--- src/hw/rtl/pfa_pkg.sv ---
package pfa_pkg;

    // one command transaction
    typedef struct packed {
        logic        op;
        logic [15:0] process_id;
        logic [7:0]  process_size;
    } req_t;

    // one result transaction
    typedef struct packed {
        logic [2:0] status;
        logic [5:0] page_index;
        logic [5:0] frame;
        logic [6:0] free_frames;
        logic       last;
    } rsp_t;

    // command codes
    localparam logic OP_CREATE = 1'b0;
    localparam logic OP_LIST   = 1'b1;

    // status codes
    localparam logic [2:0] STAT_OK        = 3'd0;
    localparam logic [2:0] STAT_DUP_ID    = 3'd1;
    localparam logic [2:0] STAT_NOT_POW2  = 3'd2;
    localparam logic [2:0] STAT_TOO_LARGE = 3'd3;
    localparam logic [2:0] STAT_NO_MEM    = 3'd4;
    localparam logic [2:0] STAT_NOT_FOUND = 3'd5;

    // configuration register indexes
    localparam logic [1:0] CFG_FRAME_COUNT   = 2'd0;
    localparam logic [1:0] CFG_PAGE_LOG2     = 2'd1;
    localparam logic [1:0] CFG_MAX_PROC_LOG2 = 2'd2;

    localparam int CFG_W = 7;

    // process table control and status
    typedef struct packed {
        logic search;
        logic add;
    } ptab_req_t;

    typedef struct packed {
        logic done;
        logic found;
        logic full;
    } ptab_rsp_t;

endpackage

--- src/hw/rtl/pfa_ptab.sv ---
module pfa_ptab
    import pfa_pkg::*;
#(
    parameter int MAX_PROCESSES = 64,
    localparam int SLOT_W = (MAX_PROCESSES > 1) ? $clog2(MAX_PROCESSES) : 1,
    localparam int PC_W   = $clog2(MAX_PROCESSES + 1)
)
(
    input  logic              clk,
    input  logic              rst_n,
    input  ptab_req_t         ctl,
    input  logic [15:0]       key_id,
    input  logic [6:0]        add_pages,
    output ptab_rsp_t         stat,
    output logic [SLOT_W-1:0] slot,
    output logic [SLOT_W-1:0] next_slot,
    output logic [6:0]        pages
);

    logic [15:0] table_ids   [MAX_PROCESSES];
    logic [6:0]  table_pages [MAX_PROCESSES];

    logic [PC_W-1:0]   pc_reg, pc_next;
    logic [PC_W-1:0]   idx_reg, idx_next;
    logic              srch_reg, srch_next;
    logic              cmp_valid_reg, cmp_valid_next;
    logic [SLOT_W-1:0] cmp_slot_reg, cmp_slot_next;
    logic              done_reg, done_next;
    logic              found_reg, found_next;
    logic [SLOT_W-1:0] slot_reg, slot_next;
    logic [15:0]       ids_q;
    logic [6:0]        pages_q;
    logic              hit;
    logic              issue;

    // one table entry compared per cycle, read data registered and arriving the cycle after the address
    assign hit   = cmp_valid_reg && (ids_q == key_id);
    assign issue = srch_reg && !hit && (idx_reg < pc_reg);

    always_comb
    begin
        pc_next        = pc_reg;
        idx_next       = idx_reg;
        srch_next      = srch_reg;
        cmp_valid_next = 1'b0;
        cmp_slot_next  = cmp_slot_reg;
        done_next      = 1'b0;
        found_next     = found_reg;
        slot_next      = slot_reg;
        if (ctl.search)
        begin
            srch_next = 1'b1;
            idx_next  = '0;
        end
        else if (srch_reg)
        begin
            if (hit)
            begin
                srch_next  = 1'b0;
                done_next  = 1'b1;
                found_next = 1'b1;
                slot_next  = cmp_slot_reg;
            end
            else if (issue)
            begin
                idx_next       = idx_reg + 1'b1;
                cmp_valid_next = 1'b1;
                cmp_slot_next  = idx_reg[SLOT_W-1:0];
            end
            else if (!cmp_valid_reg)
            begin
                srch_next  = 1'b0;
                done_next  = 1'b1;
                found_next = 1'b0;
            end
        end
        if (ctl.add)
        begin
            pc_next = pc_reg + 1'b1;
        end
    end

    always_ff @(posedge clk or negedge rst_n)
    begin
        if (!rst_n)
        begin
            pc_reg        <= '0;
            idx_reg       <= '0;
            srch_reg      <= 1'b0;
            cmp_valid_reg <= 1'b0;
            cmp_slot_reg  <= '0;
            done_reg      <= 1'b0;
            found_reg     <= 1'b0;
            slot_reg      <= '0;
        end
        else
        begin
            pc_reg        <= pc_next;
            idx_reg       <= idx_next;
            srch_reg      <= srch_next;
            cmp_valid_reg <= cmp_valid_next;
            cmp_slot_reg  <= cmp_slot_next;
            done_reg      <= done_next;
            found_reg     <= found_next;
            slot_reg      <= slot_next;
        end
    end

    always_ff @(posedge clk)
    begin
        if (ctl.add)
        begin
            table_ids[pc_reg[SLOT_W-1:0]]   <= key_id;
            table_pages[pc_reg[SLOT_W-1:0]] <= add_pages;
        end
        ids_q   <= table_ids[idx_reg[SLOT_W-1:0]];
        pages_q <= table_pages[slot_reg];
    end

    assign stat.done  = done_reg;
    assign stat.found = found_reg;
    assign stat.full  = (pc_reg == PC_W'(MAX_PROCESSES));
    assign slot       = slot_reg;
    assign next_slot  = pc_reg[SLOT_W-1:0];
    assign pages      = pages_q;

endmodule

--- src/hw/rtl/page_frame_allocator_unit.sv ---
// first-fit paging frame allocator, one command at a time under a small sequencer
// steps: table search, free frame count, decide, then allocation or a listing
// busy stays high until the last result; a new command is taken only while idle
// results are one-cycle strobes on rsp_valid, the receiver cannot stall
// reset: frame map cleared, process table empty, registers at 64 / 1 / 7
module page_frame_allocator_unit
    import pfa_pkg::*;
#(
    parameter int MAX_FRAMES    = 64,
    parameter int MAX_PROCESSES = 64
)
(
    input  logic             clk,
    input  logic             rst_n,
    input  logic             start,
    output logic             busy,
    input  req_t             req,
    output logic             rsp_valid,
    output rsp_t             rsp,
    input  logic             cfg_we,
    input  logic [1:0]       cfg_index,
    input  logic [CFG_W-1:0] cfg_data
);

    localparam int SLOT_W  = (MAX_PROCESSES > 1) ? $clog2(MAX_PROCESSES) : 1;
    localparam int FRAME_W = (MAX_FRAMES > 1) ? $clog2(MAX_FRAMES) : 1;
    localparam int FIDX_W  = $clog2(MAX_FRAMES + 1);

    // sequencer states
    localparam logic [2:0] ST_IDLE   = 3'd0;
    localparam logic [2:0] ST_SEARCH = 3'd1;
    localparam logic [2:0] ST_COUNT  = 3'd2;
    localparam logic [2:0] ST_DECIDE = 3'd3;
    localparam logic [2:0] ST_ALLOC  = 3'd4;
    localparam logic [2:0] ST_LIST   = 3'd5;

    // configuration registers
    logic [6:0] frame_count_reg;
    logic [2:0] page_log2_reg;
    logic [2:0] max_proc_log2_reg;

    logic [2:0]        state_reg, state_next;
    req_t              req_reg, req_next;
    logic [MAX_FRAMES-1:0] used_reg, used_next;
    logic [FIDX_W-1:0] fi_reg, fi_next;
    logic [FIDX_W-1:0] free_reg, free_next;
    logic [7:0]        pages_reg, pages_next;
    logic [7:0]        got_reg, got_next;
    logic [FIDX_W-1:0] k_reg, k_next;
    logic              rsp_valid_reg, rsp_valid_next;
    rsp_t              rsp_reg, rsp_next;

    // listing pipeline: owner read is registered, arriving the cycle after the frame index
    logic               lv_reg, lv_next;
    logic               lused_reg, lused_next;
    logic [FRAME_W-1:0] lframe_reg, lframe_next;

    // frame owner memory
    logic [SLOT_W-1:0] frame_owner [MAX_FRAMES];
    logic [SLOT_W-1:0] owner_q;
    logic              owner_we;

    ptab_req_t         pt_req;
    ptab_rsp_t         pt_stat;
    logic [SLOT_W-1:0] pt_slot;
    logic [SLOT_W-1:0] pt_next_slot;
    logic [6:0]        pt_pages;

    logic [FIDX_W-1:0]  act;
    logic [FRAME_W-1:0] fidx;
    logic [8:0]         size_ext;
    logic [8:0]         max_size;
    logic [8:0]         round_sum;
    logic [8:0]         pages_calc;
    logic               not_pow2;
    logic               list_issue;
    logic               list_hit;
    logic               list_last;

    pfa_ptab #(
        .MAX_PROCESSES(MAX_PROCESSES)
    ) u_ptab (
        .clk       (clk),
        .rst_n     (rst_n),
        .ctl       (pt_req),
        .key_id    (req_reg.process_id),
        .add_pages (pages_reg[6:0]),
        .stat      (pt_stat),
        .slot      (pt_slot),
        .next_slot (pt_next_slot),
        .pages     (pt_pages)
    );

    // frames at or above the configured count are neither allocated nor counted
    assign act  = (frame_count_reg > 7'(MAX_FRAMES)) ? FIDX_W'(MAX_FRAMES)
                                                      : FIDX_W'(frame_count_reg);
    assign fidx = fi_reg[FRAME_W-1:0];

    // create checks
    assign size_ext   = {1'b0, req_reg.process_size};
    assign not_pow2   = (req_reg.process_size == 8'd0)
                        || ((req_reg.process_size & (req_reg.process_size - 8'd1)) != 8'd0);
    assign max_size   = 9'd1 << max_proc_log2_reg;
    assign round_sum  = size_ext + ((9'd1 << page_log2_reg) - 9'd1);
    assign pages_calc = round_sum >> page_log2_reg;

    // listing: stop issuing once the final page has been given
    assign list_hit   = lv_reg && lused_reg && (owner_q == pt_slot);
    assign list_last  = list_hit && ((8'(k_reg) + 8'd1) == {1'b0, pt_pages});
    assign list_issue = (state_reg == ST_LIST) && (fi_reg < FIDX_W'(MAX_FRAMES)) && !list_last;

    always_comb
    begin
        state_next     = state_reg;
        req_next       = req_reg;
        used_next      = used_reg;
        fi_next        = fi_reg;
        free_next      = free_reg;
        pages_next     = pages_reg;
        got_next       = got_reg;
        k_next         = k_reg;
        rsp_valid_next = 1'b0;
        rsp_next       = rsp_reg;
        lv_next        = list_issue;
        lused_next     = used_reg[fidx];
        lframe_next    = fidx;
        owner_we       = 1'b0;
        pt_req         = '0;

        unique case (state_reg)
            ST_IDLE:
            begin
                if (start)
                begin
                    req_next      = req;
                    pt_req.search = 1'b1;
                    state_next    = ST_SEARCH;
                end
            end
            ST_SEARCH:
            begin
                if (pt_stat.done)
                begin
                    fi_next    = '0;
                    free_next  = '0;
                    state_next = ST_COUNT;
                end
            end
            ST_COUNT:
            begin
                if (fi_reg < act)
                begin
                    if (!used_reg[fidx])
                    begin
                        free_next = free_reg + 1'b1;
                    end
                    fi_next = fi_reg + 1'b1;
                end
                else
                begin
                    state_next = ST_DECIDE;
                end
            end
            ST_DECIDE:
            begin
                rsp_next.status      = STAT_OK;
                rsp_next.page_index  = '0;
                rsp_next.frame       = '0;
                rsp_next.free_frames = 7'(free_reg);
                rsp_next.last        = 1'b1;
                fi_next              = '0;
                got_next             = '0;
                k_next               = '0;
                pages_next           = pages_calc[7:0];
                if (req_reg.op == OP_CREATE)
                begin
                    priority if (pt_stat.found)
                    begin
                        rsp_next.status = STAT_DUP_ID;
                        rsp_valid_next  = 1'b1;
                        state_next      = ST_IDLE;
                    end
                    else if (not_pow2)
                    begin
                        rsp_next.status = STAT_NOT_POW2;
                        rsp_valid_next  = 1'b1;
                        state_next      = ST_IDLE;
                    end
                    else if (size_ext > max_size)
                    begin
                        rsp_next.status = STAT_TOO_LARGE;
                        rsp_valid_next  = 1'b1;
                        state_next      = ST_IDLE;
                    end
                    else if (pt_stat.full || (9'(free_reg) < pages_calc))
                    begin
                        rsp_next.status = STAT_NO_MEM;
                        rsp_valid_next  = 1'b1;
                        state_next      = ST_IDLE;
                    end
                    else
                    begin
                        state_next = ST_ALLOC;
                    end
                end
                else
                begin
                    if (!pt_stat.found)
                    begin
                        rsp_next.status = STAT_NOT_FOUND;
                        rsp_valid_next  = 1'b1;
                        state_next      = ST_IDLE;
                    end
                    else
                    begin
                        state_next = ST_LIST;
                    end
                end
            end
            ST_ALLOC:
            begin
                // first fit: claim free frames in ascending order
                if ((got_reg < pages_reg) && (fi_reg < act))
                begin
                    if (!used_reg[fidx])
                    begin
                        used_next[fidx] = 1'b1;
                        owner_we        = 1'b1;
                        got_next        = got_reg + 8'd1;
                    end
                    fi_next = fi_reg + 1'b1;
                end
                else
                begin
                    pt_req.add           = 1'b1;
                    rsp_next.status      = STAT_OK;
                    rsp_next.page_index  = '0;
                    rsp_next.frame       = '0;
                    rsp_next.free_frames = 7'(free_reg) - pages_reg[6:0];
                    rsp_next.last        = 1'b1;
                    rsp_valid_next       = 1'b1;
                    state_next           = ST_IDLE;
                end
            end
            ST_LIST:
            begin
                if (list_issue)
                begin
                    fi_next = fi_reg + 1'b1;
                end
                rsp_next.free_frames = 7'(free_reg);
                if (list_hit)
                begin
                    rsp_next.status     = STAT_OK;
                    rsp_next.page_index = 6'(k_reg);
                    rsp_next.frame      = 6'(lframe_reg);
                    rsp_next.last       = list_last;
                    rsp_valid_next      = 1'b1;
                    k_next              = k_reg + 1'b1;
                    if (list_last)
                    begin
                        state_next = ST_IDLE;
                    end
                end
                else if (!list_issue && !lv_reg)
                begin
                    // scan ran out without a page of this process
                    if (k_reg == '0)
                    begin
                        rsp_next.status     = STAT_NOT_FOUND;
                        rsp_next.page_index = '0;
                        rsp_next.frame      = '0;
                        rsp_next.last       = 1'b1;
                        rsp_valid_next      = 1'b1;
                    end
                    state_next = ST_IDLE;
                end
            end
            default:
            begin
                state_next = ST_IDLE;
            end
        endcase
    end

    always_ff @(posedge clk or negedge rst_n)
    begin
        if (!rst_n)
        begin
            state_reg         <= ST_IDLE;
            used_reg          <= '0;
            fi_reg            <= '0;
            free_reg          <= '0;
            pages_reg         <= '0;
            got_reg           <= '0;
            k_reg             <= '0;
            rsp_valid_reg     <= 1'b0;
            lv_reg            <= 1'b0;
            frame_count_reg   <= 7'd64;
            page_log2_reg     <= 3'd1;
            max_proc_log2_reg <= 3'd7;
        end
        else
        begin
            state_reg     <= state_next;
            used_reg      <= used_next;
            fi_reg        <= fi_next;
            free_reg      <= free_next;
            pages_reg     <= pages_next;
            got_reg       <= got_next;
            k_reg         <= k_next;
            rsp_valid_reg <= rsp_valid_next;
            lv_reg        <= lv_next;
            // register writes must only arrive while idle; the block itself does not enforce it
            if (cfg_we)
            begin
                unique case (cfg_index)
                    CFG_FRAME_COUNT:   frame_count_reg   <= cfg_data;
                    CFG_PAGE_LOG2:     page_log2_reg     <= cfg_data[2:0];
                    CFG_MAX_PROC_LOG2: max_proc_log2_reg <= cfg_data[2:0];
                    default:           ;
                endcase
            end
        end
    end

    // payload registers
    always_ff @(posedge clk)
    begin
        req_reg    <= req_next;
        rsp_reg    <= rsp_next;
        lused_reg  <= lused_next;
        lframe_reg <= lframe_next;
    end

    // owner map: at most one write per cycle while allocating, one read per cycle while listing
    always_ff @(posedge clk)
    begin
        if (owner_we)
        begin
            frame_owner[fidx] <= pt_next_slot;
        end
        owner_q <= frame_owner[fidx];
    end

    assign busy      = (state_reg != ST_IDLE);
    assign rsp_valid = rsp_valid_reg;
    assign rsp       = rsp_reg;

endmodule

--- config.mk ---
export PLATFORM = sky130hd
export DESIGN_NAME = page_frame_allocator_unit
export DESIGN_NICKNAME = d
export VERILOG_FILES = /design/src/hw/rtl/pfa_pkg.sv /design/src/hw/rtl/pfa_ptab.sv /design/src/hw/rtl/page_frame_allocator_unit.sv
export SDC_FILE = /design/constraint.sdc
export NUM_CORES = 2
export LEC_CHECK = 0
export BUFFER_PORTS_ARGS = -buffer_cell sky130_fd_sc_hd__buf_2
export CAP_MARGIN = 25
export CORE_MARGIN = 4
export CORE_UTILIZATION = 55
export CTS_BUF_LIST = sky130_fd_sc_hd__clkbuf_2
export DETAILED_ROUTE_END_ITERATION = 7
export PLACE_DENSITY = 0.73
export SYNTH_ARGS = -nofsm -noshare
export SYNTH_HDL_FRONTEND = slang
export SYNTH_SLANG_ARGS = --single-unit
--- constraint.sdc ---
create_clock -name clk -period 5.2 [get_ports clk]
set_clock_uncertainty 0.15 [all_clocks]
set_input_delay 0.26 -clock clk [delete_from_list [all_inputs] [get_ports clk]]
set_output_delay 0.26 -clock clk [all_outputs]
set_load 0.05 [all_outputs]
# After elaboration in Yosys (flattened, before gate mapping)
# Memories as Yosys holds them, arrays and structs flattened. A register that Yosys moved wholly into a read port is not among the register bits.
# Cells that the tools add are included.
[totals]
ff_bits = 204
ram_bits = 1856
in_bits = 38
output_inout_bits = 25
word_cells = 222
memories = 3
[op_classes]
addsub = 11
order_cmp = 9
n_eq_ne = 27
shifts = 3
mux = 88
n_bitwise = 5
reduce_logical = 46
[mem_list]
columns = ["memory", "words", "width", "rd", "rd_ports_with_merged_regs", "wr", "line_no", "source"]
rows = [
  ["u_ptab.table_ids", 64, 16, 1, 1, 1, "pfa_ptab.sv:20", "logic [15:0] table_ids [MAX_PROCESSES];"],
  ["u_ptab.table_pages", 64, 7, 1, 1, 1, "pfa_ptab.sv:21", "logic [6:0] table_pages [MAX_PROCESSES];"],
  ["frame_owner", 64, 6, 1, 1, 1, "page_frame_allocator_unit.sv:59", "logic [SLOT_W-1:0] frame_owner [MAX_FRAMES];"],
]
[ops]
columns = ["operator", "n"]
rows = [
  ["7-bit two-way mux", 12],
  ["23-bit case mux with 3 select lines", 1],
  ["64-bit OR", 1],
  ["3-bit two-way mux", 19],
  ["15-bit two-way mux", 3],
  ["1-bit two-way mux", 42],
  ["7-bit by 1-bit adder with 7-bit output, second input constant", 5],
  ["7-bit case mux with 5 select lines", 1],
  ["7-bit case mux with 2 select lines", 2],
  ["23-bit two-way mux", 1],
  ["2-bit != test, second input constant", 11],
  ["3-bit case mux with 6 select lines", 1],
  ["1-bit by 3-bit left shift with 9-bit output, first input constant", 2],
  ["16-bit == test", 1],
  ["8-bit two-way mux", 2],
  ["8-bit case mux with 2 select lines", 1],
  ["4-bit AND reduction", 4],
  ["7-bit < comparator", 2],
  ["2-bit AND reduction", 6],
  ["3-bit AND reduction", 4],
  ["1-bit logical AND", 11],
  ["2-bit nonzero test", 5],
  ["8-bit by 9-bit adder with 9-bit output", 1],
  ["8-bit by 9-bit greater-than comparator with 1-bit output", 1],
  ["other kinds (39)", 50],
]

# Logic depth before layout (Yosys ltp)
[logic_depth]
depth_word = 12
mapped_depth = 22
ltp_nobuf = 20

# Modules after synthesis
# Synthesis repeated with hierarchy kept, for this count alone.
[hier_totals]
cells_unflattened = 4408
area_unflattened_um2 = 83007.1
[by_module_without_submodules]
columns = ["module", "n_inst", "cells_per_inst", "area_each_um2", "seq_area_each_um2"]
rows = [
  ["pfa_ptab", 1, 2678, 58600.0, 45413.6],
  ["page_frame_allocator_unit", 1, 1730, 24407.2, 16216.8],
]

# Worst setup path after synthesis
# No wires, ideal clock.
[synth_timing]
path_type = "register to register"
from = "register page_log2_reg[0]"
to = "register state_reg[2]"
setup_ps = 121
arrival_time_ps = 4671
required_ps = 4929
setup_slack_ps = 258
stages_incl_launch_ff = 21
path_buffers = 1
period_less_slack_ps = 4942
cell_sequence = "dfstp_2 clkbuf_1 nand2_1 ha_1 inv_1 ha_1 fa_1 a21o_1 a21oi_1 o31ai_1 xnor2_1 mux2_2 mux4_2 ha_1 a21o_1 a21oi_1 o211ai_1 a21o_1 o221a_2 a41o_1 a22o_1"
[synth_between]
elab_chain_cells = 12
[synth_lines]
columns = ["element", "line_no", "source"]
rows = [
  ["from (decl)", "page_frame_allocator_unit.sv:39", "logic [2:0] page_log2_reg;"],
  ["from (signal assigned)", "page_frame_allocator_unit.sv:319", "CFG_PAGE_LOG2: page_log2_reg <= cfg_data[2:0];"],
  ["1-bit by 3-bit left shift with 9-bit output", "page_frame_allocator_unit.sv:104", "assign round_sum = size_ext + ((9'd1 << page_log2_reg) - 9'd1);"],
  ["9-bit by 1-bit subtractor with 9-bit output", "page_frame_allocator_unit.sv:104", ""],
  ["8-bit by 9-bit adder with 9-bit output", "page_frame_allocator_unit.sv:104", ""],
  ["9-bit by 3-bit right shift with 9-bit output *", "page_frame_allocator_unit.sv:105", "assign pages_calc = round_sum >> page_log2_reg;"],
  ["7-bit by 9-bit < comparator with 1-bit output *", "page_frame_allocator_unit.sv:195", "else if (pt_stat.full || (9'(free_reg) < pages_calc))"],
  ["1-bit logical OR *", "page_frame_allocator_unit.sv:195", ""],
  ["3-bit two-way mux *", "page_frame_allocator_unit.sv:195", ""],
  ["3-bit two-way mux *", "page_frame_allocator_unit.sv:189", "else if (size_ext > max_size)"],
  ["3-bit two-way mux *", "page_frame_allocator_unit.sv:183", "else if (not_pow2)"],
  ["3-bit two-way mux *", "page_frame_allocator_unit.sv:177", "priority if (pt_stat.found)"],
  ["3-bit two-way mux *", "page_frame_allocator_unit.sv:175", "if (req_reg.op == OP_CREATE)"],
  ["3-bit case mux with 6 select lines *", "page_frame_allocator_unit.sv:130", "unique case (state_reg)"],
  ["to (signal assigned)", "page_frame_allocator_unit.sv:305", "state_reg <= state_next;"],
  ["to (decl)", "page_frame_allocator_unit.sv:42", "logic [2:0] state_reg, state_next;"],
]
# Every way passes the cells marked *; elsewhere a longest branch is shown, timed or not.
# A chain may end at the register's enable or synchronous reset.

# Final worst setup path
[layout_timing]
from = "register page_log2_reg[1]"
to = "register state_reg[2]"
# Same word-level chain as after synthesis.

==> impl_metrics.py <==
metrics = {
    "place": {
        "place_congestion": 0.8500,
        "io_buffer_count": 62,
        "dp_hpwl_um": 108800,
        "pre_cts_ws_ns": 0.2758,
    },
    "synthesis": {
        "ys_ff_latch": 2089,
        "prevailing_post_synth_register_cell": "edfxtp_1",
        "number_of_standard_cells_after_synthesis": 4038,
        "synth_xor_area_share_pct": 0.5027,
        "async_flop_share_pct": 7.133,
        "synthDominantCellAreaShare_pct": 69.82,
        "yosys_warnings": 0,
        "synth-compound-area-share_pct": 3.890,
        "post_synth_instance_area_um2": 81890,
        "synth_adder_area_share_pct": 1.008,
        "mappedNetlistNets": 4140,
        "top_area_cells_in_the_synthesized_netlist": "edfxtp_1 70%, mux4_2 14%, dfrtp_1 4.4%, ha_1 0.95%, a22oi_1 0.93%",
        "synth-edff-count": 1904,
        "yosys.area_share.simple_pct": 3.614,
        "muxShareOfSynthArea_pct": 14.41,
        "synth_seq_area_share_pct": 75.26,
        "netlist-cell-type-count": 83,
        "synth_top_cell_by_area": "edfxtp_1",
        "mean_syn_cell_area_um2": 20.28,
        "main_combinational_cell_family_by_area_after_synthesis": "multiplexers",
    },
    "sta": {
        "slew-limit-headroom_pct": 20.90,
        "timing.setup.tns_ns": 0,
        "max_freq_ghz": 0.2002,
        "final.hold.worst_slack_ns": 0.3226,
        "fin_crit_ns": 4.996,
        "post-route-worst-setup-slack_ns": 0.2041,
        "post-route-period-util_pct": 96.07,
        "timing_worst_slew_pin_value_ns": 1.187,
        "final-max-slew-violation-count": 0,
        "finalHoldViolCount": 0,
        "setup_viol": 0,
    },
    "finish": {
        "largest_reg_flops": 1024,
        "finish.net_count": 4861,
        "drive_gt1_share_pct": 32.96,
        "area_delta_synth_final_pct": 12.12,
    },
    "power": {
        "ir_worst_vdd_mv": 0.2694,
        "intPower_mw": 24.97,
        "cell_leakage_power_nw": 30.47,
        "clkPwrFrac_pct": 29.8,
        "power.share.combinational_pct": 12.9,
        "power_frac_seq_pct": 57.3,
        "netSwitchingFraction_pct": 27.59,
        "p_per_area_nw_per_um2": 375.5,
        "p_sw_mw": 9.515,
    },
    "detailed_routing": {
        "routedWlPerCell_um": 27.34,
        "antenna_violating_nets_post_route": 0,
        "viasPerCell": 6.181,
        "drt_wl_total_um": 193800,
        "drt_iter0_markers": 4814,
        "drt_pass1_iterations": 8,
        "via_count": 43811,
        "number_of_remaining_drc_errors": 0,
    },
    "grt": {
        "via_count_of_the_first_global_routing_pass": 44784,
        "grtUsageTotal_pct": 25.23,
        "pin_count_of_the_biggest_net_entering_global_routing": 114,
        "antenna_found_initial": 4,
        "first_pass_grt_wire_length_um": 291500,
        "grt_overflow": 0,
    },
    "setup_path": {
        "worst_path_cell_chain": "nor2_1, nand2_1, ha_1, inv_1, ha_1, fa_1, a21o_1, a21oi_1, o31ai_1, xnor2_1, mux2_2, mux4_2, ha_1, a21o_1, a21oi_1, o211ai_1, a21o_1, o221a_2, a41o_1, a22o_1",
        "element_type_at_the_critical_path_start": "register",
        "cp_slowest_stage_delay_ns": 0.50,
        "critPathArrivalTime_ns": 6.48,
        "worst-path-max-fanout": 6,
        "crit_path_end_kind": "register",
        "critical-path-slowest-cell": "mux4_2",
        "timing_worst_setup_path_type": "register to register",
        "data_required_time_of_the_critical_path_ns": 6.68,
    },
    "clock_network": {
        "max-clock-path-buffers": 4,
        "clock_latency_ns": 1.87,
        "cts_tree": "done",
        "cts_max_level": 5,
        "clk_root_buffer_cell": "clkbuf_2",
        "numCtsBuffers": 495,
        "clkSlewWorstSetupHoldPaths_ns": 0.11,
        "clkSinkCount": 2089,
    },
    "floorplanning": {
        "floorplan.die.height_um": 393.9,
        "start_util_pct": 55.39,
        "core_area_um2": 147800,
        "die_area_um2": 155100,
        "placement_rows": 141,
        "number_of_primary_i_o_pins": 63,
        "die_width_um": 393.9,
    },
    "outcome": {
        "outcome": "finished clean",
    },
    "min_path": {
        "hold_class": "register to register",
    },
    "job": {
        "cap_violations": 0,
    },
}
[layout by cell type, fill, tap and decap left out, drive strengths merged, types with 28 or more instances in the layout]
master and n:
a22o 33, a22oi 101, buf 293, dfxtp 36
edfxtp 1904, a21oi 53, mux2i 28, nor3 72
clkbuf 722, nor2 129, nand2 93, a31oi 34
mux2 33, clkinv 161, mux4 495, nand3 46
inv 62, o21ai 60, or2 71, ha 62
dfrtp 144, dlygate4sd3 147, a221oi 39
[cells by family (layout without fill, tap and decap cells)]
logic type	Yosys count	in the layout
XOR/XNOR	47	47
multiplexers	556	556
other	0	6
adder cells (fa/ha/maj)	65	65
AND/OR/NAND/NOR	563	563
buffers and inverters	277	1391
flip-flops	2089	2089
AO/OA/AOI/OAI	441	441
[cell usage after synthesis, types with 8 or more instances]
cell         n
nor3_1      62
nand2b_1    18
mux4_2     495
xnor2_1     26
buf_1       45
nand3_1     45
nor3_2      10
and2_1      16
o211ai_1    13
dfxtp_1     36
a21o_1      24
dfrtp_1    144
nand4_1     21
nand3b_1     8
a21oi_1     53
nand2_1     93
buf_2       17
ha_1        62
nor2b_1     15
and3_1       9
inv_1       58
mux2i_1     28
xor2_1      21
nor4_1      21
o31ai_1     12
or2_1       64
clkbuf_1   152
o21a_1      11
edfxtp_1  1904
a22o_1      33
a221oi_1    37
nor2_1     129
mux2_2      33
or3_1       11
a31oi_1     34
o21ai_0     60
a22oi_1    101
[final timing paths]
path | start | endpoint | slack [ns] | depth (start not counted)
setup / recovery | page_log2_reg[1] | state_reg[2] | 0.20 | 20
hold / removal | used_reg[4] | used_reg[4] | 0.32 | 1
setup reg to reg | page_log2_reg[1] | state_reg[2] | 0.20 | 20
hold reg to reg | used_reg[4] | used_reg[4] | 0.32 | 1
max in group asynchronous | rst_n | used_reg[52] | 3.14 | 7
min in group asynchronous | rst_n | used_reg[7] | 0.71 | 6
[critical path, delay by kind of cell (launching register included)]
family / cells / cell delay, ns
flops: 1 / 0.45
xor+xnor: 1 / 0.16
simple gates: 2 / 0.32
buf+inv: 1 / 0.04
compound gates: 10 / 1.74
mux: 2 / 0.82
fa+ha+maj: 4 / 1.18
[power by group through the flow]
| stage | combinational (mW) | clock (mW) | sequential [mW] |
|---|---|---|---|
| 3_3_place_gp | 4.21 | 0 | 20.1 |
| 4_1_cts | 4.44 | 10.5 | 19.8 |
| 6_report | 4.45 | 10.3 | 19.8 |
| 3_5_place_dp | 4.32 | 0 | 20.1 |
| 5_1_grt | 4.84 | 11.5 | 19.8 |
| 2_1_floorplan | 2.29 | 0 | 20.6 |
[metal layers]
layer | vias up | GRT usage [%] | part of all wire [%]
met5 | - | 0 | 0.0093
met3 | 354 | 5.445 | 9.1
li1 | 18518 | - | -
met4 | 2 | 8.631 | 2.9
met2 | 2335 | 39.85 | 49
met1 | 22602 | 35.55 | 39
[layout make-up]
type,count,area [um2]
Sequential cell,2089,61670
Timing Repair Buffer,440,3677
Multi-Input combinational cell,1672,19400
Tap cell,1930,2415
Clock buffer,722,3613
Antenna cell,6,15.01
Clock inverter,168,790.8
Fill cell,10313,56020
Inverter,61,234.0
[metrics by stage]
step                      std cells  cell area (um2)  utilization, %  power, mW
after detailed placement       6044            85890           58.10      24.46
after global placement         6043            85890           58.10      24.34
final                          7088            91820           62.11      34.48
after floorplan                4038            81890               -      22.89
after global routing           7085            91810           62.10      36.14
after CTS                      7082            91800           62.09      34.72
[timing repair]
item,4_1_cts,5_1_grt
resized for setup,0,1
setup endpoints to repair,0,3
hold buffers,148,0
hold endpoints to repair,245,0
buffers inserted,0,0
(Power assumes the default switching activity.)
